$ cat src/rtl/integer_to_english_word_tokens_top_macros.svh
// ----------------------------------------------------------------------------
// Assertion macros for the number-to-words block
// Shared concurrent assertion forms, clocked and disabled in reset.
// ----------------------------------------------------------------------------
`ifndef INTEGER_TO_ENGLISH_WORD_TOKENS_TOP_MACROS_SVH
`define INTEGER_TO_ENGLISH_WORD_TOKENS_TOP_MACROS_SVH

// Same-cycle implication.
`define ITEW_ASSERT_IMPL(label, clk, rstn, ante, cons, msg) \
  label: assert property (@(posedge clk) disable iff (!rstn) (ante) |-> (cons)) \
    else $error(msg);

// Next-cycle implication.
`define ITEW_ASSERT_NEXT(label, clk, rstn, ante, cons, msg) \
  label: assert property (@(posedge clk) disable iff (!rstn) (ante) |=> (cons)) \
    else $error(msg);

`endif

$ cat src/rtl/itew_pkg.sv
// ----------------------------------------------------------------------------
// itew_pkg
// Widths, token codes and controller/datapath interface types.
// ----------------------------------------------------------------------------
package itew_pkg;

  localparam int NUM_W      = 31;
  localparam int NUM_BYTES  = (NUM_W + 7) / 8;
  localparam int CNT_W      = $clog2(NUM_W);
  localparam int DIGITS     = 10;
  localparam int BCD_W      = 4 * DIGITS;
  localparam int WORD_W     = 5;
  localparam int WORD_BYTES = (WORD_W + 7) / 8;

  // Token codes
  localparam logic [WORD_W-1:0] TOK_ZERO     = 5'd0;
  localparam logic [WORD_W-1:0] TOK_TEEN     = 5'd10;
  localparam logic [WORD_W-1:0] TOK_TENS     = 5'd20;
  localparam logic [WORD_W-1:0] TOK_HUNDRED  = 5'd28;

  // Three-digit groups, most significant first in the walk
  localparam logic [1:0] GRP_UNITS     = 2'd0;
  localparam logic [1:0] GRP_THOUSANDS = 2'd1;
  localparam logic [1:0] GRP_MILLIONS  = 2'd2;
  localparam logic [1:0] GRP_BILLIONS  = 2'd3;

  // Word slots inside one group
  localparam logic [2:0] PH_HDIGIT = 3'd0;
  localparam logic [2:0] PH_HWORD  = 3'd1;
  localparam logic [2:0] PH_TENS   = 3'd2;
  localparam logic [2:0] PH_UNIT   = 3'd3;
  localparam logic [2:0] PH_SCALE  = 3'd4;

  typedef struct packed {
    logic load;       // capture number, clear digits, restart walk
    logic conv_step;  // one shift-and-adjust step
    logic pos_inc;    // advance to the next word slot
    logic out_load;   // capture current word into output register
  } cmd_t;

  typedef struct packed {
    logic conv_done;  // final conversion step in progress
    logic pos_end;    // walk stands on the final slot
    logic tok_hit;    // current slot yields a word
    logic out_last;   // held output word is the final one
  } sts_t;

endpackage

$ cat src/rtl/itew_ctrl.sv
// ----------------------------------------------------------------------------
// itew_ctrl
// Sequencer: accept, convert to decimal, walk word slots, hand words out.
// ----------------------------------------------------------------------------
`include "integer_to_english_word_tokens_top_macros.svh"

module itew_ctrl
  import itew_pkg::*;
(
  input  logic clk_i,
  input  logic rst_ni,
  input  logic in_valid_i,
  output logic in_ready_o,
  output logic out_valid_o,
  input  logic out_ready_i,
  output cmd_t cmd_o,
  input  sts_t sts_i
);

  typedef enum logic [1:0] {
    S_IDLE,
    S_CONV,
    S_WALK,
    S_OUT
  } state_e;

  state_e state_q;
  logic   in_ready_q;
  logic   out_valid_q;

  always_ff @(posedge clk_i or negedge rst_ni) begin
    if (!rst_ni) begin
      state_q     <= S_IDLE;
      in_ready_q  <= 1'b1;
      out_valid_q <= 1'b0;
    end else begin
      case (state_q)
        S_IDLE: begin
          if (in_valid_i) begin
            state_q    <= S_CONV;
            in_ready_q <= 1'b0;
          end
        end
        S_CONV: begin
          if (sts_i.conv_done) begin
            state_q <= S_WALK;
          end
        end
        S_WALK: begin
          if (sts_i.tok_hit) begin
            state_q     <= S_OUT;
            out_valid_q <= 1'b1;
          end else if (sts_i.pos_end) begin
            state_q    <= S_IDLE;
            in_ready_q <= 1'b1;
          end
        end
        S_OUT: begin
          if (out_ready_i) begin
            out_valid_q <= 1'b0;
            if (sts_i.out_last) begin
              state_q    <= S_IDLE;
              in_ready_q <= 1'b1;
            end else begin
              state_q <= S_WALK;
            end
          end
        end
        default: begin
          state_q     <= S_IDLE;
          in_ready_q  <= 1'b1;
          out_valid_q <= 1'b0;
        end
      endcase
    end
  end

  always_comb begin
    cmd_o.load      = (state_q == S_IDLE) && in_valid_i;
    cmd_o.conv_step = (state_q == S_CONV);
    cmd_o.out_load  = (state_q == S_WALK) && sts_i.tok_hit;
    cmd_o.pos_inc   = ((state_q == S_WALK) && !sts_i.tok_hit && !sts_i.pos_end) ||
                      ((state_q == S_OUT) && out_ready_i && !sts_i.out_last);
  end

  assign in_ready_o  = in_ready_q;
  assign out_valid_o = out_valid_q;

  `ITEW_ASSERT_IMPL(a_no_overlap, clk_i, rst_ni, out_valid_q, !in_ready_q,
                    "input taken while a word is pending")
  `ITEW_ASSERT_NEXT(a_accept_converts, clk_i, rst_ni, in_valid_i && in_ready_q,
                    cmd_o.conv_step, "accepted number not converted")
  `ITEW_ASSERT_NEXT(a_last_frees, clk_i, rst_ni,
                    out_valid_q && out_ready_i && sts_i.out_last,
                    in_ready_q && !out_valid_q, "final word did not release input")

endmodule

$ cat src/rtl/itew_dp.sv
// ----------------------------------------------------------------------------
// itew_dp
// Binary-to-decimal shifter, word-slot walker and output word register.
// ----------------------------------------------------------------------------
module itew_dp
  import itew_pkg::*;
(
  input  logic              clk_i,
  input  logic              rst_ni,
  input  logic [NUM_W-1:0]  number_i,
  input  cmd_t              cmd_i,
  output sts_t              sts_o,
  output logic [WORD_W-1:0] word_o,
  output logic              last_o
);

  logic [NUM_W-1:0]  bin_q;
  logic [BCD_W-1:0]  bcd_q, bcd_adj;
  logic [CNT_W-1:0]  cnt_q;
  logic [1:0]        grp_q;
  logic [2:0]        ph_q;
  logic [WORD_W-1:0] word_q, tok;
  logic              last_q, hit, tok_last;

  logic [3:0] dig_h, dig_t, dig_u;
  logic       lower_zero, all_zero, grp_nz, low_grp, t_big;

  // Add three to every digit of five or more before the shift
  always_comb begin
    for (int i = 0; i < DIGITS; i++) begin
      bcd_adj[4*i +: 4] = (bcd_q[4*i +: 4] >= 4'd5) ? bcd_q[4*i +: 4] + 4'd3
                                                     : bcd_q[4*i +: 4];
    end
  end

  always_ff @(posedge clk_i or negedge rst_ni) begin
    if (!rst_ni) begin
      bcd_q <= '0;
      cnt_q <= '0;
      grp_q <= GRP_BILLIONS;
      ph_q  <= PH_HDIGIT;
    end else begin
      if (cmd_i.load) begin
        bcd_q <= '0;
        cnt_q <= '0;
        grp_q <= GRP_BILLIONS;
        ph_q  <= PH_HDIGIT;
      end else if (cmd_i.conv_step) begin
        bcd_q <= {bcd_adj[BCD_W-2:0], bin_q[NUM_W-1]};
        cnt_q <= cnt_q + 1'b1;
      end else if (cmd_i.pos_inc) begin
        if (ph_q == PH_SCALE) begin
          ph_q  <= PH_HDIGIT;
          grp_q <= grp_q - 1'b1;
        end else begin
          ph_q <= ph_q + 1'b1;
        end
      end
    end
  end

  always_ff @(posedge clk_i) begin
    if (cmd_i.load) begin
      bin_q <= number_i;
    end else if (cmd_i.conv_step) begin
      bin_q <= {bin_q[NUM_W-2:0], 1'b0};
    end
    if (cmd_i.out_load) begin
      word_q <= tok;
      last_q <= tok_last;
    end
  end

  // Pick the digits of the current group and check the groups below it
  always_comb begin
    case (grp_q)
      GRP_UNITS: begin
        {dig_h, dig_t, dig_u} = bcd_q[11:0];
        lower_zero = 1'b1;
      end
      GRP_THOUSANDS: begin
        {dig_h, dig_t, dig_u} = bcd_q[23:12];
        lower_zero = (bcd_q[11:0] == '0);
      end
      GRP_MILLIONS: begin
        {dig_h, dig_t, dig_u} = bcd_q[35:24];
        lower_zero = (bcd_q[23:0] == '0);
      end
      default: begin
        {dig_h, dig_t, dig_u} = {8'd0, bcd_q[39:36]};
        lower_zero = (bcd_q[35:0] == '0);
      end
    endcase
  end

  assign all_zero = (bcd_q == '0);
  assign grp_nz   = (dig_h != 4'd0) || (dig_t != 4'd0) || (dig_u != 4'd0);
  assign low_grp  = (grp_q == GRP_UNITS);
  assign t_big    = (dig_t >= 4'd2);

  // Word, presence and final mark of the current slot
  always_comb begin
    hit      = 1'b0;
    tok      = TOK_ZERO;
    tok_last = 1'b0;
    case (ph_q)
      PH_HDIGIT: begin
        hit = (dig_h != 4'd0);
        tok = {1'b0, dig_h};
      end
      PH_HWORD: begin
        hit      = (dig_h != 4'd0);
        tok      = TOK_HUNDRED;
        tok_last = low_grp && (dig_t == 4'd0) && (dig_u == 4'd0);
      end
      PH_TENS: begin
        hit      = (dig_t != 4'd0) || (dig_u != 4'd0) || (low_grp && all_zero);
        tok_last = low_grp && !(t_big && (dig_u != 4'd0));
        if (t_big) begin
          tok = TOK_TENS + {1'b0, dig_t} - 5'd2;
        end else if (dig_t == 4'd1) begin
          tok = TOK_TEEN + {1'b0, dig_u};
        end else begin
          tok = {1'b0, dig_u};
        end
      end
      PH_UNIT: begin
        hit      = t_big && (dig_u != 4'd0);
        tok      = {1'b0, dig_u};
        tok_last = low_grp;
      end
      PH_SCALE: begin
        hit      = !low_grp && grp_nz;
        tok      = TOK_HUNDRED + {3'd0, grp_q};
        tok_last = lower_zero;
      end
      default: begin
        hit = 1'b0;
      end
    endcase
  end

  assign sts_o.conv_done = cmd_i.conv_step && (cnt_q == CNT_W'(NUM_W - 1));
  assign sts_o.pos_end   = low_grp && (ph_q == PH_SCALE);
  assign sts_o.tok_hit   = hit;
  assign sts_o.out_last  = last_q;

  assign word_o = word_q;
  assign last_o = last_q;

endmodule

$ cat src/rtl/integer_to_english_word_tokens_top.sv
// ----------------------------------------------------------------------------
// integer_to_english_word_tokens_top
// Names a 31-bit unsigned number in English as a stream of word tokens.
// ----------------------------------------------------------------------------
// Send one number on the slave stream; the block answers with 1 to 16 word
// tokens on the master stream, the final one flagged by tlast. Zero gives the
// single word zero. One number is in flight at a time: the slave side stays
// not-ready from acceptance until the final word is taken. Per number: an
// accept, then shift-and-add-three binary-to-decimal conversion of the 31
// input bits (one input bit per cycle), then a walk of the word slots from the
// billions group down, stopping on the final word (at most 19 slots, five per
// group), with a handoff of each emitted word that waits until the consumer
// takes it.
// ----------------------------------------------------------------------------
module integer_to_english_word_tokens_top
  import itew_pkg::*;
(
  input  logic                    clk_i,
  input  logic                    rst_ni,
  // Slave stream: one number per word
  input  logic                    s_axis_tvalid_i,
  output logic                    s_axis_tready_o,
  input  logic [8*NUM_BYTES-1:0]  s_axis_tdata_i,   // [30:0] number, [31] ignored
  // Master stream: one token per word
  output logic                    m_axis_tvalid_o,
  input  logic                    m_axis_tready_i,
  output logic [8*WORD_BYTES-1:0] m_axis_tdata_o,   // [4:0] word, [7:5] zero fill
  output logic                    m_axis_tlast_o
);

  cmd_t              cmd;
  sts_t              sts;
  logic [WORD_W-1:0] word;
  logic              last;

  // Sequence the conversion and the word walk
  itew_ctrl u_ctrl (
    .clk_i       (clk_i),
    .rst_ni      (rst_ni),
    .in_valid_i  (s_axis_tvalid_i),
    .in_ready_o  (s_axis_tready_o),
    .out_valid_o (m_axis_tvalid_o),
    .out_ready_i (m_axis_tready_i),
    .cmd_o       (cmd),
    .sts_i       (sts)
  );

  // Hold the number, its decimal digits and the outgoing word
  itew_dp u_dp (
    .clk_i    (clk_i),
    .rst_ni   (rst_ni),
    .number_i (s_axis_tdata_i[NUM_W-1:0]),
    .cmd_i    (cmd),
    .sts_o    (sts),
    .word_o   (word),
    .last_o   (last)
  );

  // Pad the token up to a whole byte
  assign m_axis_tdata_o = {{(8*WORD_BYTES-WORD_W){1'b0}}, word};
  assign m_axis_tlast_o = last;

endmodule

$ cat config.mk
export PLATFORM = sky130hd
export DESIGN_NAME = integer_to_english_word_tokens_top
export DESIGN_NICKNAME = d
export VERILOG_FILES = /design/src/rtl/itew_pkg.sv /design/src/rtl/itew_ctrl.sv /design/src/rtl/itew_dp.sv /design/src/rtl/integer_to_english_word_tokens_top.sv
export VERILOG_INCLUDE_DIRS = /design/src /design/src/rtl
export SDC_FILE = /design/constraint.sdc
export NUM_CORES = 1
export LEC_CHECK = 0
export ABC_CLOCK_PERIOD_IN_PS = 2900
export BUFFER_PORTS_ARGS = -buffer_cell sky130_fd_sc_hd__buf_2
export CAP_MARGIN = 25
export CORE_ASPECT_RATIO = 0.7
export CORE_MARGIN = 2
export CORE_UTILIZATION = 45
export CTS_CLUSTER_SIZE = 8
export DETAILED_ROUTE_END_ITERATION = 10
export HOLD_SLACK_MARGIN = 0.15
export PLACE_DENSITY = 0.65
export SLEW_MARGIN = 30
export SYNTH_ARGS = -nofsm -noshare
export SYNTH_HDL_FRONTEND = slang
export SYNTH_SLANG_ARGS = --single-unit
$ cat constraint.sdc
create_clock -name clk_i -period 2.9 [get_ports clk_i]
set_input_delay 0.145 -clock clk_i [delete_from_list [all_inputs] [get_ports clk_i]]
set_output_delay 0.145 -clock clk_i [all_outputs]
set_load 0.02 [all_outputs]
==> results of run 1 <==
cells by family after synthesis:
kind of cell             count (synthesis)  share of synthesized area [%]
AND/OR/NAND/NOR                        238                           19.5
adder cells (fa/ha/maj)                 43                           9.64
AO/OA/AOI/OAI                          156                           18.8
multiplexers                             4                          0.897
flip-flops                              91                           44.2
buffers and inverters                   61                           4.62
other                                    1                         0.0672
XOR/XNOR                                15                           2.35
repair_timing:
action,4_1_cts,5_1_grt
hold endpoints to repair,60,0
hold buffers,32,0
resized for setup,0,18
endpoints found under the setup margin,0,15
buffers inserted,0,3
routing by layer:
layer  vias to the layer above  global-route usage, %  wire length [um]
li1                       2384                      -                 -
met1                      2370                   35.9              7200
met2                       162                   33.7              6580
met3                        16                   3.96               889
met4                         0                   5.47               194
met5                         -                      0                 0
worst paths after layout:
check / cells after the start / endpoint / slack [ns]
max in group asynchronous: 3 / u_ctrl.in_ready_o$_DFFE_PN1P_ / 1.62
worst max-delay path: 11 / u_dp.ph_q[2]$_DFFE_PN0P_ / 0.07
worst min register to register: 2 / u_dp.bcd_q[0]$_DFFE_PN0P_ / 0.48
worst max register to register: 11 / u_dp.ph_q[2]$_DFFE_PN0P_ / 0.07
worst min-delay path: 2 / u_dp.bin_q[0]$_SDFFCE_PN0P_ / 0.17
min in group asynchronous: 2 / u_dp.bcd_q[25]$_DFFE_PN0P_ / 0.41
sequential cells by signal, indices dropped and copies added, names as in the netlist:
register and flops:
u_dp.word_o 5, u_dp.last_o 1, u_dp.bin_q 31, u_ctrl.out_valid_o 1, u_ctrl.state_q 2, u_dp.ph_q 3, u_ctrl.in_ready_o 1, u_dp.bcd_q 40
u_dp.grp_q 2, u_dp.cnt_q 5
power by group:
| group | internal [W] | switching (W) |
|---|---|---|
| combinational | 0.00177 | 0.00236 |
| sequential | 0.00208 | 0.000593 |
| clock | 0.000688 | 0.000498 |
| total | 0.00454 | 0.00345 |
stage by stage:
stage	worst slack, ns	instance area [um^2]	setup TNS, ns
6_report	0.0681	6900	0
5_1_grt	-0.0581	6900	-0.323
4_1_cts	0.0533	6800	0
3_5_place_dp	0.0735	6190	0
3_3_place_gp	0.102	6190	0
2_1_floorplan	0.118	5590	0
critical path: cells and delay by family (launching register included):
kind | cells | cell delay (ns)
and+or+nand+nor | 1 | 0.17
DFF | 1 | 0.59
buffers and inverters | 3 | 0.42
adders and majority gates | 1 | 0.17
AOI/OAI and AO/OA | 5 | 1.04
muxes | 1 | 0.31
final cells by class:
cell class,count,share of cell area [%]
clock buffer,11,3.52
clock inverter,4,0.743
inverter,30,1.67
multi-input combinational,459,42.5
sequential,91,35.7
tap,157,2.85
timing repair buffer,119,13.0
cell usage after synthesis (3+ instances only):
library cell                 n  area, um^2
sky130_fd_sc_hd__o21ai_0    45         225
sky130_fd_sc_hd__inv_1      28         105
sky130_fd_sc_hd__o31ai_1    17         128
sky130_fd_sc_hd__nand2b_1   13        81.3
sky130_fd_sc_hd__o32ai_1     5        43.8
sky130_fd_sc_hd__a31oi_1     4        25.0
sky130_fd_sc_hd__dfrtp_1    51        1280
sky130_fd_sc_hd__a22oi_1     4        30.0
sky130_fd_sc_hd__a222oi_1   10         100
sky130_fd_sc_hd__nand2_1   123         462
sky130_fd_sc_hd__ha_1       43         538
sky130_fd_sc_hd__nand4_1     3        18.8
sky130_fd_sc_hd__buf_4       3        22.5
sky130_fd_sc_hd__o22ai_1     3        18.8
sky130_fd_sc_hd__nand3_1    40         200
sky130_fd_sc_hd__dfstp_2     3        78.8
sky130_fd_sc_hd__xor2_1      3        26.3
sky130_fd_sc_hd__xnor2_1    12         105
sky130_fd_sc_hd__clkbuf_1   19        71.3
sky130_fd_sc_hd__nor2b_1     4        25.0
sky130_fd_sc_hd__o211ai_1    7        52.6
sky130_fd_sc_hd__nor2_1     30         113
sky130_fd_sc_hd__buf_1       5        18.8
sky130_fd_sc_hd__a32o_1      9        90.1
sky130_fd_sc_hd__nor4_1      3        18.8
sky130_fd_sc_hd__nor3b_1     6        45.0
sky130_fd_sc_hd__edfxtp_1   37        1110
sky130_fd_sc_hd__a21oi_1    37         185
==> results.txt, run 1 <==
----------------------------------------------------
[Placed design]
  HPWL after detailed placement ... 10.3 mm
  RD Place Congestion ... between 0.8 and 0.9
  Number of placed instances with taps included ... about 800
  Number of buffers added on ports ... between 40 and 50

[Clock tree]
  TritonCTS clock tree ... built
  H-tree depth ... 3
  Number of buffers added by the clock tree synthesis step ... 9
  Cell at the root of the clock tree ... sky130_fd_sc_hd__clkbuf_16
  Clock sink count ... 91
  Max clock buf depth ... 2
  Worst-skew pair later-pin latency ... 0.34 ns
  Clock-pin slew reported for the worst setup and hold paths after clock tree synthesis ... roughly 0.060 ns

[Worst setup path]
  Crit path kind ... flop to flop
  Worst setup path startpoint ... u_dp.grp_q[0]$_DFFE_PN1P_
  Maximum fanout along the worst path ... 16
  Critical path cell sequence ... inv_4 -> ha_4 -> buf_12 -> a222oi_1 -> buf_4 -> nand4_1 -> a22oi_2 -> o22ai_2 -> a22oi_4 -> a21oi_4 -> mux2_4
  Arrival time reported for the critical path endpoint ... 3.05 ns
  Slowest stage delay, CP ... between 0.5 and 0.6 ns
  Endpoint kind of the worst setup timing path ... flop
  Nature of the critical path startpoint ... flop
  Required time worst endpoint ... ~3.1 ns
  Worst R2R Start ... u_dp.grp_q[0]$_DFFE_PN1P_
  Library cell contributing the largest single delay on the critical path ... sky130_fd_sc_hd__dfstp_2

[Global route]
  Largest net degree at the start of global routing ... 39
  Global-route wire length before repair ... approximately 25 mm
  Via count of the first global-routing pass ... between 4k and 5k
  Antenna violations before repair ... 0
  Overflow left after global routing ... 0
  GRT Total Usage ... around 23%

[Synthesis]
  Fraction of registers with async set or reset after synthesis ... just under 60%
  Synthesized netlist cell count ... roughly 610
  Flop and latch count out of synthesis ... 91
  Cell area after technology mapping ... between 0.005 and 0.006 mm^2
  Count of flip-flops with a built-in enable after synthesis ... 37
  Mean post-synth cell area ... between 9 and 10 um^2
  Most used flip-flop cell after synthesis ... sky130_fd_sc_hd__dfrtp_1
  Register area share after synthesis ... between 40% and 50%
  Synth unique cells ... 59
  Yosys synthesis warning count ... 0

[Pwr]
  Total design power ... roughly 0.008 W
  P per Cell Area ... approximately 1200 mW/mm^2
  Maximum resistive drop on vdd ... around 0.45 mV
  Reported leakage power ... 3.01 nW

[Timing]
  Worst hold-check slack ... 0.168 ns
  Slew of the pin with the lowest slew margin ... about 0.75 ns
  Relative slew slack ... 50.2%
  Setup repair after global routing missed its margin ... yes
  Min cycle time layout ... between 2 and 3 ns
  Max frequency ... 0.353 GHz
  Worst Skew ... approximately 0.0056 ns
  Count of pins over their slew limit ... 0
  Post-route fraction of the period consumed by the critical path ... between 90% and 100%
  Number of hold violations in the final report ... 0
  Setup violations, final ... 0

[Routing]
  Post-detailed-route DRC marker count ... 0
  Number of detailed-route iterations in the first pass ... 5
  Wire per inst ... around 17 um
  First-iteration detailed-routing DRC count ... 457
  Detailed-route via count ... a little under 5k
  Remaining antenna violation count after routing ... 0
  Per-cell via count in the routed design ... approximately 5.7
  Total detailed-routing wirelength ... 14.9 mm

[Worst hold path]
  HP Start ... s_axis_tdata_i[0]
  Class of the tightest hold or removal check ... primary input to flop

[Finish]
  Fill cell instance count of the final layout ... approximately 1.1k
  Share of cells above drive strength 1 ... between 10% and 20%
  Sequential cell area ... 0.00247 mm^2
  # nets final ... between 700 and 800
  Most common cell after layout, fill and taps aside ... sky130_fd_sc_hd__nand2_1
  Number of antenna repair diodes ... 0
  Leading cell types in the layout, fill and taps excluded ... sky130_fd_sc_hd__nand2_1 (122), sky130_fd_sc_hd__dfrtp_1 (51), sky130_fd_sc_hd__o21ai_0 (45), sky130_fd_sc_hd__buf_2 (42), sky130_fd_sc_hd__buf_4 (42)
  End-of-flow core utilization ... 58.0%
  Final cell count without fillers ... 871
  Area growth syn-to-layout ... 23.7%
  Total area of multi-input combinational cells ... a little under 0.003 mm^2

[Floorplanning]
  Initial core utilization ... between 40% and 50%
  Vertical die dimension ... 97.2 um
  Chip Width ... approximately 140 um
  I/O pins ... 47
  Row count ... 33
  Core area ... 0.0119 mm^2
  Die area ... about 0.013 mm^2

[Run]
  Max-cap viol count ... 0

[Run status]
  Run status ... finished, final reports clean

----------------------------------------------------
Power figures use the tool's default switching activity.
==> run 2, diff against run 1 <==
- CORE_UTILIZATION: 45 -> 54
- PLACE_DENSITY: 0.65 -> 0.76
==> results.txt, run 2 (synthesis gave the netlist of run 1 again) <==
----------------------------------------------------
[Run status]
  Run status ... finished, final reports clean

[Global route]
  Via count of the first global-routing pass ... approximately 4.6k
  Overflow left after global routing ... 0
  Global-route wire length before repair ... 24.0 mm
  Antenna violations before repair ... 0
  Largest net degree at the start of global routing ... between 50 and 60
  GRT Total Usage ... 27.6%

[Floorplanning]
  Core area ... between 0.01 and 0.015 mm^2
  Vertical die dimension ... 89.1 um
  Row count ... 31
  Initial core utilization ... between 50% and 60%
  Die area ... 0.0112 mm^2
  Chip Width ... 126 um
  I/O pins ... 47

[Clock tree]
  Cell at the root of the clock tree ... sky130_fd_sc_hd__clkbuf_16
  Clock-pin slew reported for the worst setup and hold paths after clock tree synthesis ... roughly 0.07 ns
  H-tree depth ... 3
  Worst-skew pair later-pin latency ... about 0.35 ns
  Clock sink count ... 91
  Number of buffers added by the clock tree synthesis step ... 9
  Max clock buf depth ... 2
  TritonCTS clock tree ... built

[Timing]
  Max frequency ... ~0.36 GHz
  Min cycle time layout ... around 2.8 ns
  Relative slew slack ... 45.2%
  Slew of the pin with the lowest slew margin ... ~0.82 ns
  Number of hold violations in the final report ... 0
  Worst Skew ... 0.00727 ns
  Post-route fraction of the period consumed by the critical path ... 96.9%
  Count of pins over their slew limit ... 0
  Setup violations, final ... 0
  Worst hold-check slack ... ~0.22 ns

[Worst setup path]
  Required time worst endpoint ... between 3 and 4 ns
  Slowest stage delay, CP ... ~0.43 ns
  Maximum fanout along the worst path ... 6
  Crit path kind ... flop to flop
  Endpoint kind of the worst setup timing path ... flop
  Library cell contributing the largest single delay on the critical path ... sky130_fd_sc_hd__dfrtp_1
  Nature of the critical path startpoint ... flop
  Critical path cell sequence ... inv_1 -> ha_1 -> or3b_1 -> nor4_1 -> nand2_1 -> o311ai_2 -> a22oi_4 -> a21oi_4 -> mux2_4
  Arrival time reported for the critical path endpoint ... between 3 and 4 ns

[Pwr]
  Reported leakage power ... 2.99 nW
  P per Cell Area ... between 1000 and 1500 mW/mm^2
  Fraction of power consumed by sequential logic ... 34.6%
  Cell internal pwr ... approximately 0.0045 W
  Power dissipated by switching net loads ... around 0.0035 W
  Clk pwr share ... approximately 15%
  Relative contribution of combinational cells to total power ... about half
  Maximum resistive drop on vdd ... about 0.56 mV
  Total design power ... approximately 0.008 W
  Share of total power consumed by net switching ... a little over two fifths

[Finish]
  Largest Register ... u_dp.bcd_q
  Share of cells above drive strength 1 ... 16.3%
  Area growth syn-to-layout ... 21.8%
  Fill cell instance count of the final layout ... 760
  Largest registers in the final layout ... u_dp.bcd_q x40, u_dp.bin_q x31
  Max FFs per register ... 40
  Most common cell after layout, fill and taps aside ... sky130_fd_sc_hd__nand2_1
  # nets final ... 786
  Number of antenna repair diodes ... 0
  Leading cell types in the layout, fill and taps excluded ... sky130_fd_sc_hd__nand2_1 (122), sky130_fd_sc_hd__dfrtp_1 (51), sky130_fd_sc_hd__o21ai_0 (45), sky130_fd_sc_hd__ha_1 (42), sky130_fd_sc_hd__buf_2 (42)
  Final cell count without fillers ... ~840

[Placed design]
  Number of buffers added on ports ... 42
  HPWL after detailed placement ... roughly 10 mm
  RD Place Congestion ... between 0.9 and 1
  Number of placed instances with taps included ... 785

[Routing]
  Post-detailed-route DRC marker count ... 0
  Detailed-route via count ... approximately 5k
  Wire per inst ... ~18 um
  Remaining antenna violation count after routing ... 0
  Number of detailed-route iterations in the first pass ... 6
  First-iteration detailed-routing DRC count ... approximately 570
  Per-cell via count in the routed design ... ~6.0
  Total detailed-routing wirelength ... between 15 and 20 mm

[Run]
  Max-cap viol count ... 0

[Worst hold path]
  Class of the tightest hold or removal check ... primary input to flop

----------------------------------------------------
run 2: cell count changes in the layout (fill, tap and decap cells not counted), sizes merged:
cell and delta:
inv +1, buf -4, clkbuf -1, clkinvlp +1, dlygate4sd3 +1
run 2: repair_timing:
action / in CTS / in global routing
gates resized for setup: 1 / 5
hold endpoints to repair: 63 / 0
setup endpoints to repair: 10 / 16
pin swaps: 3 / 12
setup buffers: 1 / 9
hold buffers: 33 / 0
run 2: through the flow:
stage	setup TNS, ns	worst slack [ns]	instance area [um^2]	utilization [%]
floorplan	0	0.118	5590	-
global placement	0	0.128	6070	59.5
detailed placement	-0.158	-0.0465	6070	59.5
CTS	0	0.00490	6700	65.7
global route	-0.0351	-0.0130	6800	66.6
finish	0	0.0896	6800	66.6
run 2: worst paths after layout:
path,endpoint,cells past startpoint,slack [ns],from
worst min-delay path,u_dp.bin_q[0]$_SDFFCE_PN0P_,2,0.22,s_axis_tvalid_i
worst max register to register,u_dp.ph_q[2]$_DFFE_PN0P_,9,0.09,u_dp.bcd_q[13]$_DFFE_PN0P_
min in group asynchronous,u_dp.bcd_q[34]$_DFFE_PN0P_,2,0.43,rst_ni
max in group asynchronous,u_ctrl.in_ready_o$_DFFE_PN1P_,3,1.72,rst_ni
worst min register to register,u_dp.bcd_q[0]$_DFFE_PN0P_,2,0.50,u_dp.bin_q[30]$_DFFE_PP_
worst max-delay path,u_dp.ph_q[2]$_DFFE_PN0P_,9,0.09,u_dp.bcd_q[13]$_DFFE_PN0P_
run 2: power groups by stage:
stage	sequential (W)	clock [W]	combinational, W
3_3_place_gp	0.00269	0	0.00356
5_1_grt	0.00280	0.00123	0.00449
6_report	0.00274	0.00117	0.00402
4_1_cts	0.00271	0.00118	0.00385
3_5_place_dp	0.00272	0	0.00376
2_1_floorplan	0.00250	0	0.00275
run 2: area by class of cell:
type / count / area, um^2 / area share, %
Multi-Input combinational cell: 459 / 2890 / 42.6
Sequential cell: 91 / 2470 / 36.3
Timing Repair Buffer: 116 / 865 / 12.7
Clock buffer: 10 / 229 / 3.37
Tap cell: 132 / 165 / 2.43
Inverter: 30 / 113 / 1.66
Clock inverter: 6 / 63.8 / 0.939
run 2: per-layer routing:
metal / vias to the layer above / global-route usage [%] / part of all wire, %
li1: 2386 / - / -
met1: 2456 / 39.5 / 44
met2: 231 / 43.2 / 45
met3: 18 / 5.86 / 9.7
met4: 0 / 6.97 / 1.2
met5: - / 0 / 0
run 2: worst max-delay path, delay by kind of cell (launching register included):
kind / cells / cell delay (ns)
AOI/OAI and AO/OA: 3 / 0.75
adders and majority gates: 1 / 0.16
buffers and inverters: 1 / 0.12
DFF: 1 / 0.43
muxes: 1 / 0.32
and+or+nand+nor: 3 / 0.90
